### src/rtl/ptd_pkg.sv
// Shared types, constants and controller/datapath command structs for the prefix trie.
`default_nettype none

package ptd_pkg;

  // Default size of the node pool, root included.
  localparam int unsigned NodeCountDefault = 512;
  // Number of child links per node, one per lower-case letter.
  localparam int unsigned AlphabetSize = 26;
  // Width of the node count reported with each result word.
  localparam int unsigned CountOutWidth = 10;

  // Range of accepted character bytes.
  localparam logic [7:0] CharFirst = 8'd97;
  localparam logic [7:0] CharLast  = 8'd122;

  // Operation codes sampled on the first word of a dictionary word.
  typedef logic [1:0] op_t;
  localparam op_t OpInsert   = 2'd0;
  localparam op_t OpContains = 2'd1;
  localparam op_t OpPrefix   = 2'd2;

  // Letter index within a node row.
  typedef logic [4:0] letter_t;

  // Commands from the controller to the datapath.
  typedef struct packed {
    logic ready;         // input channel may take a word
    logic take;          // input word accepted this cycle
    logic rd_row;        // read the row of the walk's node
    logic mark_rd_cur;   // read the word mark of the walk's node
    logic mark_rd_link;  // read the word mark of the selected child
    logic follow;        // move the walk to the selected child
    logic alloc;         // link a new node and move the walk to it
    logic abort;         // mark the word as rejected
    logic clear;         // wipe the row and mark of the walk's node
    logic finish;        // load the result register and end the word
  } dp_cmd_t;

  // Status from the datapath to the controller.
  typedef struct packed {
    logic in_valid;   // input word offered
    logic row_rd;     // offered word carries a letter that must be walked
    logic in_last;    // offered word ends the dictionary word
    logic item_last;  // word in flight ends the dictionary word
    logic link_hit;   // child link of the read row is present
    logic may_alloc;  // insert in progress and a free node is left
    logic out_free;   // result register can be loaded
  } dp_stat_t;

endpackage

`default_nettype wire

### src/rtl/ptd_ctrl.sv
// Controller state machine that sequences lookups, allocations and results.
`default_nettype none

module ptd_ctrl import ptd_pkg::*; (
  input  logic     clk_i,
  input  logic     rst_ni,
  input  dp_stat_t stat_i,
  output dp_cmd_t  cmd_o
);

  typedef enum logic [3:0] {
    StIdle   = 4'b0001,
    StStep   = 4'b0010,
    StClear  = 4'b0100,
    StFinish = 4'b1000
  } state_e;

  state_e state_q, state_d;

  // Next state and command decode.
  always_comb begin
    cmd_o   = '0;
    state_d = state_q;
    case (state_q)
      StIdle: begin
        cmd_o.ready = 1'b1;
        if (stat_i.in_valid) begin
          cmd_o.take = 1'b1;
          if (stat_i.row_rd) begin
            cmd_o.rd_row = 1'b1;
            state_d      = StStep;
          end else if (stat_i.in_last) begin
            cmd_o.mark_rd_cur = 1'b1;
            state_d           = StFinish;
          end
        end
      end
      StStep: begin
        if (stat_i.link_hit) begin
          cmd_o.follow = 1'b1;
          if (stat_i.item_last) begin
            cmd_o.mark_rd_link = 1'b1;
            state_d            = StFinish;
          end else begin
            state_d = StIdle;
          end
        end else if (stat_i.may_alloc) begin
          cmd_o.alloc = 1'b1;
          state_d     = StClear;
        end else begin
          cmd_o.abort = 1'b1;
          state_d     = stat_i.item_last ? StFinish : StIdle;
        end
      end
      StClear: begin
        cmd_o.clear = 1'b1;
        state_d     = stat_i.item_last ? StFinish : StIdle;
      end
      StFinish: begin
        if (stat_i.out_free) begin
          cmd_o.finish = 1'b1;
          state_d      = StIdle;
        end
      end
      default: begin
        state_d = StIdle;
      end
    endcase
  end

  // State register.
  always_ff @(posedge clk_i or negedge rst_ni) begin
    if (!rst_ni) begin
      state_q <= StIdle;
    end else begin
      state_q <= state_d;
    end
  end

endmodule

`default_nettype wire

### config.mk
export PLATFORM = sky130hd
export DESIGN_NAME = ptd_ctrl
export DESIGN_NICKNAME = d
export VERILOG_FILES = /design/src/rtl/ptd_pkg.sv /design/src/rtl/ptd_ctrl.sv
export SDC_FILE = /design/constraint.sdc
export NUM_CORES = 1
export LEC_CHECK = 0
export BUFFER_PORTS_ARGS = -buffer_cell sky130_fd_sc_hd__buf_2
export CELL_PAD_IN_SITES_DETAIL_PLACEMENT = 1
export CELL_PAD_IN_SITES_GLOBAL_PLACEMENT = 2
export CORE_MARGIN = 2
export CORE_UTILIZATION = 22
export CTS_CLUSTER_DIAMETER = 50
export DETAILED_ROUTE_END_ITERATION = 10
export GPL_TIMING_DRIVEN = 1
export PLACE_DENSITY_LB_ADDON = 0.1
export SLEW_MARGIN = 25
export SYNTH_ARGS = -nofsm -noshare
export SYNTH_HDL_FRONTEND = slang
export SYNTH_SLANG_ARGS = --single-unit
### constraint.sdc
create_clock -name clk_i -period 4.1 [get_ports clk_i]
set_input_delay 0.41 -clock clk_i [delete_from_list [all_inputs] [get_ports clk_i]]
set_output_delay 0.41 -clock clk_i [all_outputs]
set_load 0.005 [all_outputs]
==> results of run 1 <==
[worst reg2reg max path: cells and delay by family, from the launching register on]
kind | cells | cell delay [ns]
AND/OR/NAND/NOR | 2 | 0.63
flip-flops | 1 | 0.45
AO/OA/AOI/OAI | 2 | 0.27
[placed cells by master, fill, tap and decap left out]
| cell type | instances |
|---|---|
| buf_2 | 18 |
| and3_1 | 3 |
| nor2_1 | 3 |
| clkbuf_4 | 3 |
| dfrtp_1 | 3 |
| and4b_1 | 2 |
| nor4b_1 | 2 |
| and2_1 | 2 |
| and3b_1 | 2 |
| and2b_1 | 2 |
| nor4b_4 | 1 |
| nor3b_1 | 1 |
| or2_2 | 1 |
| a21o_1 | 1 |
| nand2_1 | 1 |
| nand2b_1 | 1 |
| a21oi_1 | 1 |
| or4_1 | 1 |
| and4bb_2 | 1 |
| a31oi_1 | 1 |
| nor3_1 | 1 |
| a211o_1 | 1 |
| clkbuf_1 | 1 |
| dlygate4sd3_1 | 1 |
| dfstp_2 | 1 |
[what timing repair did]
action	in CTS	in global routing
hold buffers	1	0
endpoints found under the hold margin	3	0
buffers inserted	0	0
[cell type report]
| type | instances | area, um^2 | share of cell area [%] |
|---|---|---|---|
| Sequential cell | 4 | 101 | 22.1 |
| Clock buffer | 4 | 26.3 | 5.72 |
| Timing Repair Buffer | 19 | 100 | 21.8 |
| Multi-Input combinational cell | 28 | 213 | 46.3 |
| Tap cell | 15 | 18.8 | 4.09 |
[logic make-up after synthesis]
family	Yosys count	share of synthesized area [%]
compound gates	4	8.77
flops	4	32.3
simple gates	24	59.0
[where the power goes]
group	switching [W]	internal, W
Combinational	0.0000232	0.0000311
Sequential	0.0000116	0.0000481
Clock	0.0000194	0.0000367
[worst max path at each step]
stage / start / to / slack, ns / depth (start not counted)
final: state_q[2]$_DFFE_PN0P_ / cmd_o[2] / 2.05 / 3
after floorplan: state_q[2]$_DFFE_PN0P_ / cmd_o[2] / 2.57 / 2
after global placement: state_q[2]$_DFFE_PN0P_ / cmd_o[2] / 2.38 / 3
after detailed placement: state_q[2]$_DFFE_PN0P_ / cmd_o[2] / 2.31 / 3
after global routing: state_q[2]$_DFFE_PN0P_ / cmd_o[2] / 1.92 / 3
after CTS: state_q[2]$_DFFE_PN0P_ / cmd_o[2] / 2.03 / 3
[layer usage]
layer  wire length [um]  part of all wire [%]  up-vias
li1                   -                     -      170
met1                364                    41      157
met2                482                    54        7
met3                 46                   5.2        0
met4                  0                     0        0
met5                  0                     0        -
[per-stage QoR]
| step | utilization, % | total power, W | hold slack, ns | std cells |
|---|---|---|---|---|
| 2_1_floorplan | - | 0.0000915 | 0.114 | 32 |
| 3_3_place_gp | 32.1 | 0.000114 | 0.225 | 65 |
| 4_1_cts | 34.9 | 0.000175 | 0.413 | 70 |
| 3_5_place_dp | 32.1 | 0.000115 | 0.225 | 65 |
| 5_1_grt | 34.9 | 0.000184 | 0.435 | 70 |
| 6_report | 34.9 | 0.000170 | 0.418 | 70 |
==> impl_metrics.env, run 1 <==
export IMPL_final_period_utilization_pct=50.0
export IMPL_die_area_um2=1750
export IMPL_slowest_delay_ns=0.58
export IMPL_r2r_cells=4
export IMPL_ioPinCount=19
export IMPL_drive_gt1_share_pct=45.5
export IMPL_r2r_start="state_q[2]$_DFFE_PN0P_"
export IMPL_ir_drop_mv=0.123
export IMPL_wl_per_cell_um=12.8
export IMPL_regToRegEndpoint="state_q[0]$_DFFE_PN1P_"
export IMPL_worstMarginPinSlew_ns=0.591
export IMPL_core_area_um2=1320
export IMPL_synth_edff_count=0
export IMPL_status="finished, final reports clean"
export IMPL_grt_usage_pct=11.0
export IMPL_largest_reg_flops=4
export IMPL_drt_vias_per_instance=4.77
export IMPL_hold_class="input port to register"
export IMPL_crit_arrival_ns=1.64
export IMPL_gp_congestion=0.638
export IMPL_cts_tree="yes"
export IMPL_setup_viol=0
export IMPL_antenna_left=0
export IMPL_grtUsageMet2_pct=18.8
export IMPL_critPathBufInv=1
export IMPL_reg2reg_slack_ns=2.67
export IMPL_drc=0
export IMPL_leakage_nw=0.273
export IMPL_post_route_worst_setup_slack_ns=2.05
export IMPL_drv_slew=0
export IMPL_finalNetCount=65
export IMPL_reg_top3="state_q x4"
export IMPL_clockRootBuffer="clkbuf_4"
export IMPL_numClockSinks=4
export IMPL_wl_um=893
export IMPL_use_met1_pct=11.6
export IMPL_grtUsageMet3_pct=5.65
export IMPL_hold_start="stat_i[3]"
export IMPL_cpLargestDelayFamily="simple AND/OR/NAND/NOR gates"
export IMPL_antenna_found_initial=0
export IMPL_maxCapViolations=0
export IMPL_min_path_cells=2
export IMPL_ys_top_cells_by_area="dfrtp_1 24%, dfstp_2 8.4%, nor4b_4 7.6%, and4b_1 6.4%, and3_1 6.0%"
export IMPL_fin_skew_ns=0.00783
export IMPL_dr_total_vias=334
export IMPL_final_area_um2=459
export IMPL_yosysWarningCount=0
export IMPL_hold_viol=0
export IMPL_die_x_um=41.8
export IMPL_worstSetupEndpointType="output pin"
export IMPL_critPathLaunchType="register"
export IMPL_period_minus_slack_ns=2.05
export IMPL_crit_type="register to output pin"
export IMPL_cp_required_ns=3.69
export IMPL_grt_start_max_net_pins=9
export IMPL_portBuffers=18
export IMPL_p_per_area_nw_per_um2=371
export IMPL_clkLatencyLatePin_ns=0.24
export IMPL_synthCells=32
export IMPL_grt_pass1_vias=318
export IMPL_synth_area_um2=314
export IMPL_netlist_area_leader_share_pct=23.9
export IMPL_top_register="state_q"
export IMPL_rsz0062_at_grt="no"
export IMPL_post_dp_cell_area_um2=423
export IMPL_relSlewSlack_pct=60.1
export IMPL_cp_cell_sequence="nor4b_1, nor3b_1, buf_2"
export IMPL_postSynthAreaPerCell_um2=9.81
export IMPL_ys_types=21
export IMPL_rows=13
export IMPL_finalSetupTns_ns=0
export IMPL_diodes=0
export IMPL_die_h_um=41.8
export IMPL_clk_pin_slew_ns=0.04
export IMPL_synth_top_flop_cell="dfrtp_1"
export IMPL_cts_resized=0
export IMPL_min_to="state_q[3]$_DFFE_PN0P_"
export IMPL_yosysSeqAreaShare_pct=32.3
export IMPL_gr_total_overflow=0
export IMPL_timing_fmax_ghz=0.488
export IMPL_async_flop_share_pct=100
export IMPL_top_usage_layer="met2"
export IMPL_htreeDepth=1
export IMPL_crit_fanout=7
export IMPL_synth_area_leader_cell="dfrtp_1"
export IMPL_nFillCells=166
export IMPL_crit_slowest_cell="nor4b_1"
export IMPL_clockBufferDepth=2
export IMPL_grt_pass1_wl_um=1400
export IMPL_yosys_register_bits=4
export IMPL_firstDrtPassIters=2
export IMPL_area_growth_pct=46.2
export IMPL_dp_hpwl_um=763
export IMPL_cts_buffers=3
export IMPL_place_ws_ns=2.31
export IMPL_synthesis_nets=41
export IMPL_drt_iter0_drc=3
export IMPL_start_util_pct=23.8
export IMPL_synth_common_cells="3 x and3_1, 3 x dfrtp_1, 3 x nor2_1"
No activity file was read; power rests on OpenSTA's default activity.
==> run 2, diff against run 1 <==
- CORE_UTILIZATION: 22 -> 21
- clock period: 4.1 -> 1.9 ns (I/O delays scaled with it)
==> impl_metrics.env, run 2 (synthesis results as in run 1) <==
export IMPL_power_total_w=0.000368
export IMPL_post_route_worst_setup_slack_ns=0.173
export IMPL_final_period_utilization_pct=90.9
export IMPL_crit_arrival_ns=1.54
export IMPL_diodes=0
export IMPL_grt_start_max_net_pins=9
export IMPL_die_area_um2=1820
export IMPL_cp_required_ns=1.71
export IMPL_largest_reg_flops=4
export IMPL_post_dp_cell_area_um2=423
export IMPL_final_common_cell="buf_2"
export IMPL_period_minus_slack_ns=1.73
export IMPL_gr_total_overflow=0
export IMPL_leakage_nw=0.274
export IMPL_firstDrtPassIters=2
export IMPL_htreeDepth=1
export IMPL_drive_gt1_share_pct=47.3
export IMPL_grt_usage_pct=10.6
export IMPL_die_h_um=42.7
export IMPL_clkLatencyLatePin_ns=0.24
export IMPL_wl_per_cell_um=12.9
export IMPL_rows=13
export IMPL_numClockSinks=4
export IMPL_grt_pass1_vias=313
export IMPL_grt_pass1_wl_um=1450
export IMPL_finalNetCount=65
export IMPL_layout_common_cells="18 x buf_2, 3 x and3_1, 3 x nor2_1, 3 x clkbuf_4, 3 x dfrtp_1"
export IMPL_clockBufferDepth=2
export IMPL_cts_buffers=3
export IMPL_dr_total_vias=348
export IMPL_setup_viol=0
export IMPL_area_growth_pct=48.2
export IMPL_die_x_um=42.7
export IMPL_cts_tree="yes"
export IMPL_place_ws_ns=0.262
export IMPL_drt_iter0_drc=4
export IMPL_critPathLaunchType="register"
export IMPL_hold_class="input port to register"
export IMPL_hold_viol=0
export IMPL_final_area_um2=465
export IMPL_gp_congestion=0.687
export IMPL_clockRootBuffer="clkbuf_4"
export IMPL_clk_pin_slew_ns=0.04
export IMPL_core_area_um2=1350
export IMPL_dp_hpwl_um=733
export IMPL_antenna_left=0
export IMPL_start_util_pct=23.3
export IMPL_worstSetupEndpointType="output pin"
export IMPL_ioPinCount=19
export IMPL_timing_fmax_ghz=0.579
export IMPL_drt_vias_per_instance=4.97
export IMPL_finalSetupTns_ns=0
export IMPL_fin_skew_ns=0.0110
export IMPL_reg_top3="state_q x4"
export IMPL_crit_fanout=7
export IMPL_rsz0062_at_grt="no"
export IMPL_drc=0
export IMPL_wl_um=903
export IMPL_drv_slew=0
export IMPL_antenna_found_initial=0
export IMPL_crit_type="register to output pin"
export IMPL_top_register="state_q"
export IMPL_ir_drop_mv=0.396
export IMPL_relSlewSlack_pct=76.5
export IMPL_status="finished, final reports clean"
export IMPL_portBuffers=18
export IMPL_worstMarginPinSlew_ns=0.352
export IMPL_maxCapViolations=0
export IMPL_p_per_area_nw_per_um2=791
[run 2: final cells by class]
cell class              instances  area, um^2
well taps                      15        18.8
clock buffers                   4        26.3
repair buffers                 19         100
flip-flops and latches          4         101
fillers                       166         885
multi-input cells              28         219
[run 2: critical path: stages (launching register included)]
cell     delay, ns
dfstp_2       0.59
nor4b_4       0.31
and4b_1       0.28
buf_2         0.12
[run 2: metrics by stage]
step | utilization (%) | std cells | hold slack [ns]
floorplan | - | 32 | -0.106
global placement | 31.3 | 65 | -0.00613
detailed placement | 31.3 | 65 | -0.00124
CTS | 34.5 | 70 | 0.200
global route | 34.5 | 70 | 0.192
finish | 34.5 | 70 | 0.200
[run 2: final timing paths]
kind                                         from                     end  slack [ns]  depth (start not counted)
hold / removal                          stat_i[3]  state_q[3]$_DFFE_PN0P_        0.20                          2
setup reg to reg           state_q[2]$_DFFE_PN0P_  state_q[0]$_DFFE_PN1P_        0.41                          4
max in group asynchronous                  rst_ni  state_q[0]$_DFFE_PN1P_        1.40                          2
hold reg to reg            state_q[0]$_DFFE_PN1P_  state_q[0]$_DFFE_PN1P_        0.71                          3
min in group asynchronous                  rst_ni  state_q[2]$_DFFE_PN0P_        0.28                          2
setup / recovery           state_q[0]$_DFFE_PN1P_                cmd_o[6]        0.17                          3
[run 2: report_power, final]
| group | switching [W] | internal [W] | leakage [nW] |
|---|---|---|---|
| Combinational | 0.0000506 | 0.0000681 | 0.208 |
| Clock | 0.0000376 | 0.0000790 | 0.0150 |
| Sequential | 0.0000292 | 0.000104 | 0.0515 |
| Total | 0.000117 | 0.000251 | 0.274 |
[run 2: timing repair]
| item | 4_1_cts | 5_1_grt |
|---|---|---|
| buffers inserted | 0 | 0 |
| resized for setup | 1 | 0 |
| endpoints found under the hold margin | 4 | 0 |
| setup endpoints to repair | 1 | 0 |
| hold buffers | 1 | 0 |
[run 2: routing by layer]
layer / up-vias / wire length, um / track usage (%)
met5: - / 0 / 0
met4: 0 / 0 / 1.88
li1: 170 / - / -
met3: 0 / 81 / 6.38
met1: 162 / 424 / 13.7
met2: 16 / 397 / 15.2
==> run 3, diff against run 2 <==
- BUFFER_PORTS_ARGS: -buffer_cell sky130_fd_sc_hd__buf_2 -> -buffer_cell sky130_fd_sc_hd__buf_4
- clock period: 1.9 -> 1.82 ns (I/O delays scaled with it)
==> impl_metrics.env, run 3 (synthesis results as in run 1) <==
export IMPL_grt_start_max_net_pins=9
export IMPL_clk_pin_slew_ns=0.04
export IMPL_dp_hpwl_um=792
export IMPL_status="finished, final reports clean"
export IMPL_reg2reg_slack_ns=0.30
export IMPL_gp_congestion=0.689
export IMPL_wl_per_cell_um=13.3
export IMPL_die_x_um=42.7
export IMPL_drv_slew=0
export IMPL_die_area_um2=1820
export IMPL_finalNetCount=65
export IMPL_clockPowerShare_pct=29.1
export IMPL_core_area_um2=1350
export IMPL_antenna_found_initial=0
export IMPL_crit_arrival_ns=1.56
export IMPL_relSlewSlack_pct=77.9
export IMPL_p_per_area_nw_per_um2=773
export IMPL_area_growth_pct=65.3
export IMPL_crit_type="register to output pin"
export IMPL_period_minus_slack_ns=1.74
export IMPL_diodes=0
export IMPL_crit_end="cmd_o[6]"
export IMPL_hold_viol=0
export IMPL_antenna_left=0
export IMPL_grt_pass1_wl_um=1590
export IMPL_fin_cells=70
export IMPL_final_period_utilization_pct=95.5
export IMPL_min_path_cells=2
export IMPL_r2r_cells=4
export IMPL_post_route_worst_setup_slack_ns=0.0826
export IMPL_numClockSinks=4
export IMPL_cp_required_ns=1.64
export IMPL_worstMarginPinSlew_ns=0.332
export IMPL_power_switching_w=0.000121
export IMPL_cpLargestDelayFamily="simple AND/OR/NAND/NOR gates"
export IMPL_clkLatencyLatePin_ns=0.23
export IMPL_rsz0062_at_grt="yes"
export IMPL_firstDrtPassIters=2
export IMPL_r2r_start="state_q[2]$_DFFE_PN0P_"
export IMPL_layout_common_cells="18 x buf_4, 3 x and3_1, 3 x nor2_1, 3 x clkbuf_4, 3 x dfrtp_1"
export IMPL_clockBufferDepth=2
export IMPL_ioPinCount=19
export IMPL_crit_fanout=7
export IMPL_cts_buffers=3
export IMPL_cts_tree="yes"
export IMPL_htreeDepth=1
export IMPL_ir_drop_mv=0.328
export IMPL_crit_start="state_q[0]$_DFFE_PN1P_"
export IMPL_reg_top3="state_q x4"
export IMPL_die_h_um=42.7
export IMPL_largest_reg_flops=4
export IMPL_fin_util_pct=38.5
export IMPL_p_int_w=0.000280
export IMPL_wl_um=932
export IMPL_timing_fmax_ghz=0.576
export IMPL_top_register="state_q"
export IMPL_critPathBufInv=1
export IMPL_grt_usage_pct=11.7
export IMPL_leakage_nw=0.284
export IMPL_grt_pass1_vias=362
export IMPL_hold_class="input port to register"
export IMPL_dr_total_vias=354
export IMPL_seqPwrFrac_pct=35.3
export IMPL_regToRegEndpoint="state_q[0]$_DFFE_PN1P_"
export IMPL_maxCapViolations=0
export IMPL_rows=13
export IMPL_drt_vias_per_instance=5.06
export IMPL_place_ws_ns=0.209
export IMPL_finalSetupTns_ns=0
export IMPL_critPathLaunchType="register"
export IMPL_portBuffers=18
export IMPL_clockRootBuffer="clkbuf_4"
export IMPL_fin_skew_ns=0.00845
export IMPL_setup_viol=0
export IMPL_nFillCells=167
export IMPL_worstSetupEndpointType="output pin"
export IMPL_drc=0
export IMPL_crit_slowest_cell="dfstp_2"
export IMPL_gr_total_overflow=0
export IMPL_numPlacedInstances=65
export IMPL_start_util_pct=23.3
export IMPL_final_common_cell="buf_4"
export IMPL_power_frac_comb_pct=35.6
export IMPL_swShare_pct=30.1
export IMPL_drive_gt1_share_pct=47.3
export IMPL_cp_cell_sequence="nor4b_4, and4b_1, buf_4"
export IMPL_slowest_delay_ns=0.60
export IMPL_cp_depth=3
export IMPL_drt_iter0_drc=3
## run 3: cell types whose count changed in the layout (fill, tap and decap cells not counted)
cell / change
buf_2: -18
buf_4: +18
nor4b_2: -1
nor4b_4: +1
## run 3: how the worst min path moves through the flow
stage                    from                     end  slack [ns]
floorplan              rst_ni  state_q[1]$_DFFE_PN0P_       -0.11
global placement       rst_ni  state_q[1]$_DFFE_PN0P_       -0.02
detailed placement     rst_ni  state_q[1]$_DFFE_PN0P_       -0.02
CTS                 stat_i[3]  state_q[3]$_DFFE_PN0P_        0.18
global route        stat_i[3]  state_q[3]$_DFFE_PN0P_        0.19
finish              stat_i[3]  state_q[3]$_DFFE_PN0P_        0.19
## run 3: per-stage QoR
| stage | hold slack, ns | power [W] | area (um^2) |
|---|---|---|---|
| after CTS | 0.183 | 0.000405 | 510 |
| after global placement | -0.0230 | 0.000275 | 468 |
| after detailed placement | -0.0200 | 0.000279 | 468 |
| final | 0.186 | 0.000401 | 519 |
| after floorplan | -0.114 | 0.000206 | 314 |
| after global routing | 0.193 | 0.000440 | 519 |
## run 3: layout make-up
class	count	area [um^2]	share of cell area, %
Timing Repair Buffer	19	145	28.0
Tap cell	15	18.8	3.61
Multi-Input combinational cell	28	228	43.9
Clock buffer	4	26.3	5.06
Sequential cell	4	101	19.5
## run 3: power groups by stage
| stage | Combinational (W) | Sequential (W) | Clock, W |
|---|---|---|---|
| after detailed placement | 0.000142 | 0.000137 | 0 |
| after global placement | 0.000139 | 0.000136 | 0 |
| after CTS | 0.000145 | 0.000138 | 0.000122 |
| final | 0.000143 | 0.000142 | 0.000117 |
| after floorplan | 0.0000771 | 0.000129 | 0 |
| after global routing | 0.000161 | 0.000147 | 0.000132 |
## run 3: worst register-to-register path: stages, from the launching register on
cell,delay [ns]
dfrtp_1,0.47
and2b_1,0.26
a21oi_1,0.08
or4_1,0.41
a31oi_1,0.21
## run 3: timing repair
item	in CTS	in global routing
hold buffers	1	0
hold endpoints to repair	4	0
endpoints found under the setup margin	1	1
resized for setup	1	1
setup buffers	0	0
## run 3: routing by layer
layer	share of wire, %	global-route usage [%]	vias up
met5	0	0	-
met4	0	5.63	0
met3	7.0	1.70	0
met2	51	20.0	14
met1	42	14.0	168
li1	-	-	172
